### src/hw/rtl/kxse_pkg.sv
// Package for the keyed XOR section encryptor.
// Holds item structs and keystream constants; no dependencies.
`default_nettype none

package kxse_pkg;

    localparam int KEY_W = 16;
    localparam int KS_W  = 24;
    localparam int CS_W  = 32;
    localparam int PH_W  = 4;

    localparam logic [PH_W-1:0] PHASE_LAST = 4'hF;

    typedef struct packed {
        logic [7:0] data_byte;
        logic       end_of_section;
    } t_in_item;

    typedef struct packed {
        logic [7:0]      cipher_byte;
        logic [CS_W-1:0] running_checksum;
        logic            section_done;
    } t_out_item;

endpackage

`default_nettype wire

### src/hw/rtl/kxse_core.sv
// Keystream, phase and checksum state with the per-item step.
// Depends on kxse_pkg.
`default_nettype none

module kxse_core (
    input  wire logic              i_clk,
    input  wire logic              i_rst_n,
    input  wire logic              i_step,
    input  wire logic [15:0]       i_key,
    input  kxse_pkg::t_in_item     i_item,
    output kxse_pkg::t_out_item    o_result
);
    import kxse_pkg::*;

    logic [KS_W-1:0] r_ks;
    logic [KS_W-1:0] n_ks;
    logic [PH_W-1:0] r_phase;
    logic [PH_W-1:0] n_phase;
    logic [CS_W-1:0] r_cs;
    logic [CS_W-1:0] n_cs;
    logic            r_start;

    logic [KS_W-1:0] ks_cur;
    logic [PH_W-1:0] phase_cur;
    logic [CS_W-1:0] cs_cur;

    always_comb begin
        ks_cur    = r_start ? {i_key[7:0], i_key} : r_ks;
        phase_cur = r_start ? '0 : r_phase;
        cs_cur    = r_start ? '0 : r_cs;

        n_cs    = {cs_cur[CS_W-2:0], 1'b0} + {{(CS_W-8){1'b0}}, i_item.data_byte};
        n_ks    = {ks_cur[KS_W-2:0], 1'b0};
        if (phase_cur == PHASE_LAST) begin
            n_ks = n_ks | {{(KS_W-KEY_W){1'b0}}, i_key};
        end
        n_phase = phase_cur + 1'b1;

        o_result.cipher_byte      = i_item.data_byte ^ ks_cur[KS_W-1:KS_W-8];
        o_result.running_checksum = n_cs;
        o_result.section_done     = i_item.end_of_section;
    end

    always_ff @(posedge i_clk) begin
        if (!i_rst_n) begin
            r_ks    <= '0;
            r_phase <= '0;
            r_cs    <= '0;
            r_start <= 1'b1;
        end else if (i_step) begin
            r_ks    <= n_ks;
            r_phase <= n_phase;
            r_cs    <= n_cs;
            r_start <= i_item.end_of_section;
        end
    end

endmodule

`default_nettype wire

### src/hw/rtl/keyed_xor_section_encryptor_unit.sv
// Top level of the keyed XOR section encryptor: handshake, key and result registers.
// Depends on kxse_pkg and kxse_core.
//
// Use:
//   Input channel i_valid / o_stall / i_item carries one plaintext byte per item,
//   with end_of_section set on the last byte of a section. Output channel
//   o_valid / i_stall / o_item returns one result per item: cipher byte, running
//   checksum and the section-done flag. The key is written through
//   i_cfg_wr_en / i_cfg_wr_data; the user must do so only while no item is in
//   flight, which the block does not enforce. An accepted item goes into the input
//   register, then through the keystream step into the result register, which
//   drives o_item. Throughput: one item per cycle while the receiver does not stall.
//   Reset (synchronous, active low) empties both registers, clears the key
//   and arms a new section.
//   When the receiver stalls, the result holds; the input register takes one
//   more item, then o_stall rises until the result is taken.
`default_nettype none

module keyed_xor_section_encryptor_unit (
    input  wire logic              i_clk,
    input  wire logic              i_rst_n,
    input  wire logic              i_valid,
    output logic                   o_stall,
    input  kxse_pkg::t_in_item     i_item,
    output logic                   o_valid,
    input  wire logic              i_stall,
    output kxse_pkg::t_out_item    o_item,
    input  wire logic              i_cfg_wr_en,
    input  wire logic [15:0]       i_cfg_wr_data
);
    import kxse_pkg::*;

    logic [KEY_W-1:0] r_key;
    t_in_item         r_in;
    logic             r_in_valid;
    t_out_item        r_out;
    logic             r_out_valid;
    t_out_item        step_result;
    logic             advance;
    logic             accept;

    assign advance = r_in_valid && (!r_out_valid || !i_stall);
    assign o_stall = r_in_valid && !advance;
    assign accept  = i_valid && !o_stall;
    assign o_valid = r_out_valid;
    assign o_item  = r_out;

    kxse_core u_core (
        .i_clk    (i_clk),
        .i_rst_n  (i_rst_n),
        .i_step   (advance),
        .i_key    (r_key),
        .i_item   (r_in),
        .o_result (step_result)
    );

    always_ff @(posedge i_clk) begin
        if (!i_rst_n) begin
            r_key <= '0;
        end else if (i_cfg_wr_en) begin
            r_key <= i_cfg_wr_data;
        end
    end

    always_ff @(posedge i_clk) begin
        if (!i_rst_n) begin
            r_in_valid  <= 1'b0;
            r_out_valid <= 1'b0;
        end else begin
            if (accept) begin
                r_in_valid <= 1'b1;
            end else if (advance) begin
                r_in_valid <= 1'b0;
            end
            if (advance) begin
                r_out_valid <= 1'b1;
            end else if (!i_stall) begin
                r_out_valid <= 1'b0;
            end
        end
    end

    always_ff @(posedge i_clk) begin
        if (accept) begin
            r_in <= i_item;
        end
        if (advance) begin
            r_out <= step_result;
        end
    end

endmodule

`default_nettype wire

### config.mk
export PLATFORM = sky130hd
export DESIGN_NAME = keyed_xor_section_encryptor_unit
export DESIGN_NICKNAME = d
export VERILOG_FILES = /design/src/hw/rtl/kxse_pkg.sv /design/src/hw/rtl/kxse_core.sv /design/src/hw/rtl/keyed_xor_section_encryptor_unit.sv
export SDC_FILE = /design/constraint.sdc
export NUM_CORES = 1
export LEC_CHECK = 0
export ABC_AREA = 1
export BUFFER_PORTS_ARGS = -buffer_cell sky130_fd_sc_hd__buf_2
export CORE_UTILIZATION = 51
export DETAILED_ROUTE_END_ITERATION = 8
export GPL_ROUTABILITY_DRIVEN = 1
export PLACE_DENSITY = 0.74
export SYNTH_ARGS = -nofsm -noshare
export SYNTH_HDL_FRONTEND = slang
export SYNTH_SLANG_ARGS = --single-unit
### constraint.sdc
create_clock -name i_clk -period 2.6 [get_ports i_clk]
set_input_delay 0.52 -clock i_clk [delete_from_list [all_inputs] [get_ports i_clk]]
set_output_delay 0.52 -clock i_clk [all_outputs]
set_load 0.1 [all_outputs]
### After elaboration in Yosys (flattened, before gate mapping)

Cells that the tools add are included.
W data, S select, Z words.

* flip-flop bits (word level): 128
* output and inout bits: 43
* word-level logic and storage cells: 35

* $add $sub $neg: 2
* equal/unequal tests: 2
* mux-type cells: 8
* bitwise gates (word level): 2
* reduce and logical (&&, ||, !) cells: 9

Operators with widths (number)
* $mux W24: 2
* $add A32 B8 Y32: 1
* $mux W31: 1
* $or A24 B16 Y24: 1
* $xor A8 B8 Y8: 1
* $add A4 B1 Y4 const B: 1
* $eq A4 B4 Y1 const B: 1
* $logic_not A1 Y1: 4
* $mux W1: 4
* $mux W4: 1
* $logic_and A1 B1 Y1: 3
* $ne A2 B1 Y1 const B: 1
* $reduce_bool A2 Y1: 1
* $logic_or A1 B1 Y1: 1

### Depth between registers and ports, before layout

Gate-level depths: netlist of run 1.

* word-level depth: 8
* depth in mapped cells: 18

### Hierarchy

A second synthesis of run 1 with hierarchy kept.

* cells, all modules: 813
* area total of the unflattened synthesis: 6231.0 um2

By module, submodules not included
* kxse_core: instances 1, cells each 682, area each 4095.2 um2, seq. area each 1201.2 um2
* keyed_xor_section_encryptor_unit: instances 1, cells each 131, area each 2135.8 um2, seq. area each 1861.8 um2

### Worst setup path after synthesis of run 1

No wires, ideal clock.

* kind: flip-flop to flip-flop
* from: register r_out_valid (netlist: o_valid)
* to: register r_in[0] (netlist name), enable pin
* library setup time: 0.278 ns
* arrival time: 2.865 ns
* required time: 2.322 ns
* slack: -0.544 ns
* stages on the path, launching flop included: 6
* clock period less this slack: 3.144 ns
* cells stage by stage: dfxtp_1 -> nand2_1 -> nor2_1 -> inv_1 -> nand2_1 -> inv_1

* cells in the longest elaborated chain, start to end: 7

RTL lines
* from (decl): line keyed_xor_section_encryptor_unit.sv:37 `logic r_out_valid;`
* from (signal assigned): line keyed_xor_section_encryptor_unit.sv:68 `r_out_valid <= 1'b0;`
* from (signal assigned): line keyed_xor_section_encryptor_unit.sv:76 `r_out_valid <= 1'b1;`
* from (signal assigned): line keyed_xor_section_encryptor_unit.sv:78 `r_out_valid <= 1'b0;`
* $logic_not A1 Y1: line keyed_xor_section_encryptor_unit.sv:42 `assign advance = r_in_valid && (!r_out_valid || !i_stall);`
* $logic_or A1 B1 Y1: line keyed_xor_section_encryptor_unit.sv:42
* $logic_and A1 B1 Y1: line keyed_xor_section_encryptor_unit.sv:42
* $logic_not A1 Y1: line keyed_xor_section_encryptor_unit.sv:43 `assign o_stall = r_in_valid && !advance;`
* $logic_and A1 B1 Y1: line keyed_xor_section_encryptor_unit.sv:43
* named net o_stall: line keyed_xor_section_encryptor_unit.sv:23 `output logic o_stall,`
* $logic_not A1 Y1: line keyed_xor_section_encryptor_unit.sv:44 `assign accept = i_valid && !o_stall;`
* $logic_and A1 B1 Y1: line keyed_xor_section_encryptor_unit.sv:44
* named net accept: line keyed_xor_section_encryptor_unit.sv:40 `logic accept;`
* to (signal assigned): line keyed_xor_section_encryptor_unit.sv:85 `r_in <= i_item;`
* to (decl): line keyed_xor_section_encryptor_unit.sv:34 `t_in_item r_in;`

The timed path passes the listed nets, and every way through them passes these cells.
A chain may end at the register's enable or synchronous reset.

==> run_results.csv, run 1 <==
group,metric,value,unit
sta,setup_viol,0,
route,drtPass1Iterations,5,
grt,grtUsageTotal,0.231,
cells_and_area,final_common_cell,"nand2_1",
cells_and_area,stdcell_count,1019,
setup_path,crit_start,"u_core.r_start$_SDFFE_PN1P_",
power_and_ir_drop,power.share.clock,0.432,
grt,grt_max_degree,117,
cells_and_area,mostFrequentLayoutCells,"nand2_1 (206), inv_1 (98), nor2_1 (93), dfxtp_1 (77), buf_2 (72)",
grt,antenna_found_initial,0,
placement,hpwl,9.20,mm
clock_tree,clock_sink_count,128,
power_and_ir_drop,power_leakage,0.00319,uW
setup_path,worstPathArrival,2490,ps
power_and_ir_drop,pwr_density_cell,708,nW/um^2
synth,synth_cells,792,
power_and_ir_drop,total_power,5140,uW
sta,slew_headroom,0.671,
clock_tree,cts_buffers,17,
grt,grt_pass1_wl,22.9,mm
power_and_ir_drop,p_int,3700,uW
sta,tns,0,ps
power_and_ir_drop,p_seq_frac,0.445,
die,die_w,113,um
setup_path,required,2780,ps
synth,synth_nets,831,
route,via_count,5187,
synth,synth_cell_types,35,
clock_tree,cts_max_level,4,
route,drt_iter0_drc,391,
route,drtAntennaViolNets,0,
min_path,holdCritStartpoint,"i_item[1]",
power_and_ir_drop,p_switching,1450,uW
power_and_ir_drop,swShare,0.281,
clock_tree,clock_path_buffers,2,
die,core_area,12000,um^2
route,avgRoutedWirePerCell,13.3,um
synth,synth.cell_area,6240,um^2
setup_path,criticalPathCategory,"flip-flop to flip-flop",
synth,synth-seq-cells,128,
flow_run,maxCapViolCount,0,
setup_path,worst_setup_path_end_kind,"flip-flop",
setup_path,worst_r2r_startpoint,"u_core.r_start$_SDFFE_PN1P_",
clock_tree,cts_hold_buffers,0,
die,start_util,0.522,
setup_path,worstSetupStartpointType,"flip-flop",
die,io_pins,73,
clock_tree,cts_tree,"built",
grt,grt_pass1_vias,4862,
cells_and_area,syn2layout_area_growth,16.4,%
clock_tree,clock_latency,420,ps
sta,finalCriticalPeriod,2300,ps
placement,dp.cells,987,
route,drc_errors,0,
grt,grt-ovfl-total,0,
placement,portBuffers,72,
cells_and_area,fillerInstances,1045,
sta,finalHoldViolCount,0,
synth,ys.warnings.count,0,
min_path,hp-class,"input pin to flip-flop",
cells_and_area,drive_above_1_share,0.164,
synth,avgSynthCellArea,7.88,um^2
sta,grt_setup_unrepaired,"no",
synth,seq_area_frac_synth,0.491,
route,drt_wl_total,13.5,mm
clock_tree,cts_root_buffer,"clkbuf_16",
sta,fin_crit_sh,0.886,
clock_tree,clk_pin_slew,60,ps
placement,place.gp.congestion,0.872,
die,die_y,113,um
sta,hold_ws,270,ps
route,drt-vias-per-instance,5.09,
sta,tightest_slew,494,ps
sta,report.final.slew_viol_count,0,
clock_tree,post_cts_buffers,0,
outcome,status,"finished clean",
die,fp-row-count,40,
die,die-area,12700,um^2
cells_and_area,nNetsFinal,898,
sta,clock_skew,9.84,ps
clock_tree,postCtsResizedCells,0,
cells_and_area,diodes,0,
power_and_ir_drop,power_frac_comb,0.122,
power_and_ir_drop,vdd_drop_max,0.420,mV
sta,max_freq,434,MHz
setup_path,cp_max_fo,15,
## layout make-up
class | count | area [um^2] | area share
Clock buffer | 21 | 483 | 0.0665
Clock inverter | 11 | 78.8 | 0.0109
Inverter | 100 | 380 | 0.0524
Multi-Input combinational cell | 532 | 2640 | 0.364
Sequential cell | 128 | 3060 | 0.422
Tap cell | 147 | 184 | 0.0253
Timing Repair Buffer | 80 | 433 | 0.0596
## through the flow
step / area [um^2] / utilization / worst slack, ps
finish: 7260 / 0.607 / 297
global route: 7260 / 0.607 / 104
CTS: 7260 / 0.607 / 300
detailed placement: 6700 / 0.560 / 322
global placement: 6700 / 0.560 / 400
floorplan: 6250 / - / 78.3
## cell usage after synthesis
cell type	number	area, um^2
a21oi_1	40	200
a311oi_1	1	8.76
a31oi_1	9	56.3
a41oi_1	14	123
and2_1	2	12.5
buf_12	1	20.0
buf_2	11	55.1
buf_4	1	7.51
buf_6	2	22.5
clkbuf_1	17	63.8
clkinv_4	1	8.76
dfxtp_1	78	1560
edfxtp_1	50	1500
fa_1	1	20.0
ha_1	8	100
inv_1	98	368
inv_2	1	3.75
nand2_1	206	773
nand2_2	4	25.0
nand2_4	1	11.3
nand3_1	43	215
nand3_2	3	30.0
nand3_4	2	35.0
nand3b_1	3	22.5
nand4_1	1	6.26
nor2_1	95	357
nor2_2	7	43.8
nor2_4	9	101
nor3b_1	1	7.51
o211ai_1	2	15.0
o21ai_0	53	265
o21ai_1	9	45.0
or2_2	2	12.5
xnor2_1	3	26.3
xor2_1	13	114
## power groups by stage
| stage | clock network, uW | registers, uW | logic, uW |
|---|---|---|---|
| 3_5_place_dp | 0 | 2330 | 627 |
| 5_1_grt | 2350 | 2300 | 686 |
| 6_report | 2220 | 2290 | 630 |
| 3_3_place_gp | 0 | 2330 | 622 |
| 2_1_floorplan | 0 | 2530 | 293 |
| 4_1_cts | 2250 | 2290 | 630 |
## final timing paths
| check | endpoint | slack [ps] | depth (start not counted) |
|---|---|---|---|
| worst max-delay path | o_item[20]$_DFFE_PP_ | 300 | 13 |
| worst min-delay path | r_in[1]$_DFFE_PP_ | 270 | 1 |
| worst max register to register | o_item[20]$_DFFE_PP_ | 300 | 13 |
| worst min register to register | u_core.r_cs[3]$_SDFFE_PN0P_ | 460 | 2 |
## registers in the layout, summed over array words and instances (netlist names), 4 cells and up
register,count
r_in,9
o_item,41
u_core.r_ks,24
r_key,16
u_core.r_cs,31
u_core.r_phase,4
## critical path, stage by stage (launching register included)
cell	delay, ps
dfxtp_2	520
nor2_1	100
ha_1	220
fa_1	410
nand2_1	80
nand2_1	70
nand3_1	80
nand2_1	120
nand2_1	110
nand2_1	120
nand2_1	80
nand2_1	40
nand2_1	70
inv_1	40
## per-layer routing
metal  GRT usage  routed length [um]  vias up
met1       0.313                6610     2345
met2       0.360                6020      123
li1            -                   -     2702
met3      0.0513                 650       17
met4      0.0898                 241        0
met5           0                   0        -
## cells by family (layout without fill, tap and decap cells)
| family | Yosys count | after routing | synth area share |
|---|---|---|---|
| AOI/OAI and AO/OA | 128 | 128 | 0.114 |
| xor gates and xnor gates | 16 | 16 | 0.0225 |
| adders and majority gates | 9 | 9 | 0.0193 |
| buffers and inverters | 132 | 212 | 0.0880 |
| DFF | 128 | 128 | 0.491 |
| and+or+nand+nor | 379 | 379 | 0.265 |
(Power assumes the default switching activity.)
==> run 2, diff against run 1 <==
CORE_UTILIZATION = 53   (was 51)
PLACE_DENSITY = 0.76   (was 0.74)
TNS_END_PERCENT = 1   (was default)
==> run_results.csv, run 2 (synthesized netlist as in run 1, its figures left out) <==
group,metric,value,unit
route,drt-vias-per-instance,5.15,
sta,report.final.slew_viol_count,0,
setup_path,worst_setup_path_end_kind,"flip-flop",
sta,setup_viol,0,
power_and_ir_drop,power_leakage,0.00318,uW
min_path,hp-class,"input pin to flip-flop",
route,avgRoutedWirePerCell,13.4,um
placement,hpwl,9.32,mm
placement,placed_area,6690,um^2
route,drt_iter0_drc,396,
route,drtPass1Iterations,8,
clock_tree,clock_path_buffers,2,
cells_and_area,nNetsFinal,897,
route,via_count,5219,
setup_path,criticalPathCategory,"flip-flop to flip-flop",
die,die_w,110,um
cells_and_area,mostFrequentLayoutCells,"nand2_1 (206), inv_1 (98), nor2_1 (93), dfxtp_1 (77), buf_2 (72)",
cells_and_area,multi_input_area,2640,um^2
cells_and_area,largest_reg_flops,41,
grt,grt-ovfl-total,0,
setup_path,required,2790,ps
setup_path,critPathMaxStageDelay,460,ps
cells_and_area,final_cell_area,7250,um^2
die,start_util,0.544,
die,die_y,110,um
clock_tree,cts_tree,"built",
setup_path,cp_cell_sequence,"nor2_1, ha_1, fa_1, nand2_1, nand2_1, nand3_1, nand2_1, nand2_1, nand2_1, nand2_1, nand2_1, nand2_1, inv_1",
setup_path,worstPathArrival,2360,ps
cells_and_area,drive_above_1_share,0.163,
sta,tightest_slew,775,ps
setup_path,crit_buf_inv,1,
power_and_ir_drop,vdd_drop_max,0.637,mV
outcome,status,"finished clean",
sta,fin_crit_sh,0.837,
setup_path,worstSetupStartpointType,"flip-flop",
cells_and_area,final_util,0.633,
die,core_area,11500,um^2
sta,grt_setup_unrepaired,"no",
die,fp-row-count,39,
clock_tree,cts_buffers,17,
sta,max_freq,460,MHz
placement,place.gp.congestion,0.840,
sta,tns,0,ps
clock_tree,cts_root_buffer,"clkbuf_16",
route,drt_wl_total,13.6,mm
clock_tree,clk_pin_slew,60,ps
grt,grt_pass1_wl,22.8,mm
clock_tree,cts_hold_buffers,0,
grt,grtUsageTotal,0.237,
route,drtAntennaViolNets,0,
cells_and_area,syn2layout_area_growth,16.3,%
setup_path,crit_path_top_delay_cell,"dfxtp_2",
sta,finalHoldViolCount,0,
clock_tree,post_cts_buffers,0,
sta,slew_headroom,0.483,
cells_and_area,fillerInstances,962,
setup_path,cp_max_fo,10,
clock_tree,cts_max_level,4,
sta,clock_skew,9.24,ps
die,io_pins,73,
setup_path,path_delay_family,"simple AND/OR/NAND/NOR gates",
clock_tree,clock_latency,430,ps
route,drc_errors,0,
setup_path,path_common_cell,"nand2_1",
grt,grt_pass1_vias,4798,
cells_and_area,diodes,0,
grt,antenna_found_initial,0,
sta,finalCriticalPeriod,2180,ps
grt,grt_max_degree,94,
placement,portBuffers,72,
cells_and_area,final_common_cell,"nand2_1",
power_and_ir_drop,pwr_density_cell,714,nW/um^2
cells_and_area,seq_area,3060,um^2
placement,dp.cells,982,
cells_and_area,stdcell_count,1014,
flow_run,maxCapViolCount,0,
clock_tree,clock_sink_count,128,
die,die-area,12200,um^2
clock_tree,postCtsResizedCells,0,
==> run 2: cell count changes in the layout (fill, tap and decap cells not counted), moves of 2 or more <==
cell / delta
clkinv_2: -2
clkinv_4: +2
clkbuf_16: -2
inv_4: -2
inv_6: +3
==> run 2: area by class of cell <==
type                    instances  area share
inverters                     100      0.0524
clock buffers                  18      0.0592
clock inverters                14      0.0185
flip-flops and latches        128       0.422
repair buffers                 79      0.0587
multi-input cells             532       0.364
well taps                     143      0.0247
==> run 2: path summary, 6_finish.rpt <==
path                               start                           to  slack [ps]  depth (start not counted)
max          u_core.r_start$_SDFFE_PN1P_         o_item[20]$_DFFE_PP_         420                         13
min                            i_item[3]            r_in[3]$_DFFE_PP_         270                          1
max reg2reg  u_core.r_start$_SDFFE_PN1P_         o_item[20]$_DFFE_PP_         420                         13
min reg2reg  u_core.r_cs[2]$_SDFFE_PN0P_  u_core.r_cs[2]$_SDFFE_PN0P_         460                          2
==> run 2: metrics by stage <==
stage,hold WS (ps),total power (uW),worst slack [ps]
5_1_grt,254,5360,249
2_1_floorplan,427,2820,78.3
3_5_place_dp,455,2960,428
3_3_place_gp,450,2950,494
4_1_cts,258,5210,422
6_report,268,5180,424
==> run 2: power by group <==
group | switching, uW | total [uW] | internal (uW)
combinational | 485 | 631 | 146
clock | 930 | 2260 | 1330
sequential | 71.8 | 2290 | 2220
==> run 2: metal layers <==
layer | share of wire | global-route usage | wire, um
met5 | 0 | 0 | 0
met4 | 0.025 | 0.109 | 338
met3 | 0.052 | 0.0576 | 704
met2 | 0.45 | 0.366 | 6180
met1 | 0.47 | 0.313 | 6380
==> run 3, diff against run 2 <==
ABC_AREA = 0   (was 1)
CORE_UTILIZATION = 58   (was 53)
PLACE_DENSITY = 0.8   (was 0.76)
clock period = 2.2 ns   (was 2.6 ns; I/O delays follow)
==> run_results.csv, run 3 <==
group,metric,value,unit
route,drt_wl_total,12.8,mm
die,die_y,101,um
clock_tree,clk_pin_slew,60,ps
power_and_ir_drop,p_int,4450,uW
synth,avgSynthCellArea,10.6,um^2
power_and_ir_drop,power_leakage,0.00286,uW
cells_and_area,drive_above_1_share,0.275,
route,drtAntennaViolNets,0,
grt,grt_pass1_wl,20.4,mm
synth,synth_area_leaders,"dfxtp_1 (28%), edfxtp_1 (27%), mux2i_1 (7.1%)",
synth,synth.cell_area,5650,um^2
power_and_ir_drop,power_frac_comb,0.119,
synth,synth_top_family_by_area,"simple AND/OR/NAND/NOR gates",
power_and_ir_drop,swShare,0.262,
min_path,worstHoldPathCells,1,
placement,hpwl,7.77,mm
grt,grtUsageTotal,0.265,
grt,antenna_found_initial,0,
synth,synthMuxAreaShare,0.0709,
route,avgRoutedWirePerCell,16.6,um
synth,synth-edff-count,50,
placement,place.gp.congestion,0.843,
route,drt-vias-per-instance,5.67,
setup_path,crit_buf_inv,2,
synth,synth.most_common_cell,"dfxtp_1",
setup_path,worst_setup_path_end_kind,"flip-flop",
synth,synth_cells,531,
setup_path,reg2reg_depth,10,
sta,finalHoldViolCount,0,
grt,grt-ovfl-total,0,
sta,report.final.slew_viol_count,0,
synth,synth_fa_ha_area_frac,0.0213,
setup_path,worst_r2r_startpoint,"u_core.r_start$_SDFFE_PN1P_",
power_and_ir_drop,total_power,6030,uW
synth,synth_nets,570,
cells_and_area,nNetsFinal,668,
die,core_area,9330,um^2
sta,fin_crit_sh,1.11,
sta,tightest_slew,596,ps
cells_and_area,diodes,0,
cells_and_area,syn2layout_area_growth,25.3,%
route,drt_iter0_drc,200,
clock_tree,clock_latency,520,ps
setup_path,worstPathArrival,2890,ps
synth,async_reset_ff_frac,0,
clock_tree,clock_path_buffers,2,
placement,placed_area,6320,um^2
power_and_ir_drop,p_seq_frac,0.443,
setup_path,path_delay_family,"compound AO/OA/AOI/OAI gates",
setup_path,critPathMaxStageDelay,390,ps
setup_path,r2r_end,"u_core.r_cs[11]$_SDFFE_PN0P_",
synth,ys.warnings.count,0,
synth,synth_flop_cell,"dfxtp_1",
power_and_ir_drop,vdd_drop_max,0.440,mV
clock_tree,clock_sink_count,128,
clock_tree,cts_buffers,17,
power_and_ir_drop,p_switching,1580,uW
power_and_ir_drop,power.share.clock,0.438,
grt,grt_pass1_vias,4315,
die,io_pins,73,
die,die_w,101,um
sta,slew_headroom,0.603,
route,drtPass1Iterations,4,
synth,synthTopCellsByCount,"dfxtp_1 (78), nor2_1 (63), nand2_1 (53)",
outcome,status,"complete, but fails checks",
synth,synth_cell_types,54,
synth,synth-compound-area-share,0.124,
setup_path,worstSetupStartpointType,"flip-flop",
die,fp-row-count,35,
clock_tree,cts_root_buffer,"clkbuf_8",
sta,setup_viol,30,
setup_path,crit_end,"u_core.r_cs[11]$_SDFFE_PN0P_",
sta,grt_setup_unrepaired,"yes",
setup_path,cp_max_fo,10,
placement,pre_cts_ws,-179,ps
clock_tree,cts_tree,"built",
outcome,violations,"setup timing",
power_and_ir_drop,pwr_density_cell,853,nW/um^2
cells_and_area,final_cell_area,7070,um^2
clock_tree,cts_max_level,4,
sta,clock_skew,11.1,ps
die,die-area,10100,um^2
synth,synth-seq-cells,128,
sta,finalCriticalPeriod,2430,ps
sta,max_freq,411,MHz
min_path,holdCritStartpoint,"i_item[1]",
cells_and_area,mostFrequentLayoutCells,"dfxtp_1 (75), buf_2 (73), nor2_1 (63), nand2_1 (53), edfxtp_1 (50)",
setup_path,required,2660,ps
setup_path,path_depth,10,
clock_tree,cts_hold_buffers,0,
synth,synth-xor-area-share,0.0512,
synth,synth_top_cell_by_area,"dfxtp_1",
route,via_count,4366,
setup_path,cp_cell_sequence,"buf_6, nor2b_1, ha_1, o21ai_0, o21bai_2, a31oi_4, buf_2, or3_1, a211oi_1, o21a_1",
synth,seq_area_frac_synth,0.543,
setup_path,criticalPathCategory,"flip-flop to flip-flop",
setup_path,crit_path_top_delay_cell,"dfxtp_4",
synth,netlist.area_leader.share,0.277,
cells_and_area,largest_reg_flops,41,
sta,fin_ws,-231,ps
cells_and_area,final_common_cell,"dfxtp_1",
synth,synth_simple_gate_area_frac,0.166,
grt,grt_max_degree,56,
placement,portBuffers,72,
setup_path,reg2reg_setup_slack,-230,ps
flow_run,maxCapViolCount,0,
die,start_util,0.605,
sta,hold_ws,101,ps
min_path,hp-class,"input pin to flip-flop",
route,drc_errors,0,
setup_path,crit_start,"u_core.r_start$_SDFFE_PN1P_",
run 3: cell count changes in the layout (fill, tap and decap cells not counted), sizes merged, moves of 32 or more:
cell,delta
nand2,-158
inv,-101
nor2,-48
buf,+32
o21ai,-34
nand3,-42
mux2i,+40
run 3: worst reg2reg max path: stages (launching register included):
cell and delay, ps:
dfxtp_4 390, buf_6 160, nor2b_1 60, ha_1 350
o21ai_0 140, o21bai_2 220, a31oi_4 130, buf_2 190
or3_1 350, a211oi_1 240, o21a_1 150
run 3: layout make-up:
cell class	count	area [um^2]
Clock buffer	24	524
Clock inverter	7	45.0
Fill cell	626	2260
Inverter	2	8.76
Multi-Input combinational cell	369	2550
Sequential cell	128	3070
Tap cell	129	161
Timing Repair Buffer	111	712
run 3: what timing repair did:
| action | 4_1_cts | 5_1_grt |
|---|---|---|
| setup buffers | 6 | 1 |
| endpoints found under the setup margin | 30 | 49 |
| pin swaps | 8 | 7 |
| cloned | 1 | 0 |
| resized for setup | 14 | 13 |
run 3: cell families (layout without fill, tap and decap cells):
group           Yosys count  count (layout)
xor+xnor                 33              33
flops                   128             128
buf+inv                  34             144
simple gates            186             186
mux                      40              40
fa+ha+maj                 9               9
compound gates          101             101
run 3: metal layers:
layer	up-vias	share of wire	track usage
met3	30	0.040	0.0631
met1	2120	0.42	0.310
met4	0	0.024	0.122
met2	131	0.52	0.460
li1	2085	-	-
met5	-	0	0
run 3: power groups by stage:
| stage | clock network (uW) | logic [uW] | registers (uW) |
|---|---|---|---|
| finish | 2640 | 716 | 2670 |
| global placement | 0 | 676 | 2710 |
| floorplan | 0 | 298 | 2940 |
| CTS | 2650 | 703 | 2670 |
| global route | 2750 | 760 | 2680 |
| detailed placement | 0 | 690 | 2710 |
run 3: worst min-delay path by stage:
stage,endpoint,slack [ps]
floorplan,o_item[0]$_DFFE_PP_,430
global placement,u_core.r_cs[6]$_SDFFE_PN0P_,440
detailed placement,u_core.r_cs[5]$_SDFFE_PN0P_,450
CTS,r_in[1]$_DFFE_PP_,80
global route,r_in[3]$_DFFE_PP_,80
finish,r_in[1]$_DFFE_PP_,100
run 3: metrics by stage:
stage / setup TNS [ps] / instances / utilization
after floorplan: -7310 / 531 / -
after global placement: -837 / 731 / 0.678
after detailed placement: -1190 / 731 / 0.678
after CTS: -2760 / 769 / 0.750
after global routing: -8980 / 770 / 0.758
final: -2940 / 770 / 0.758
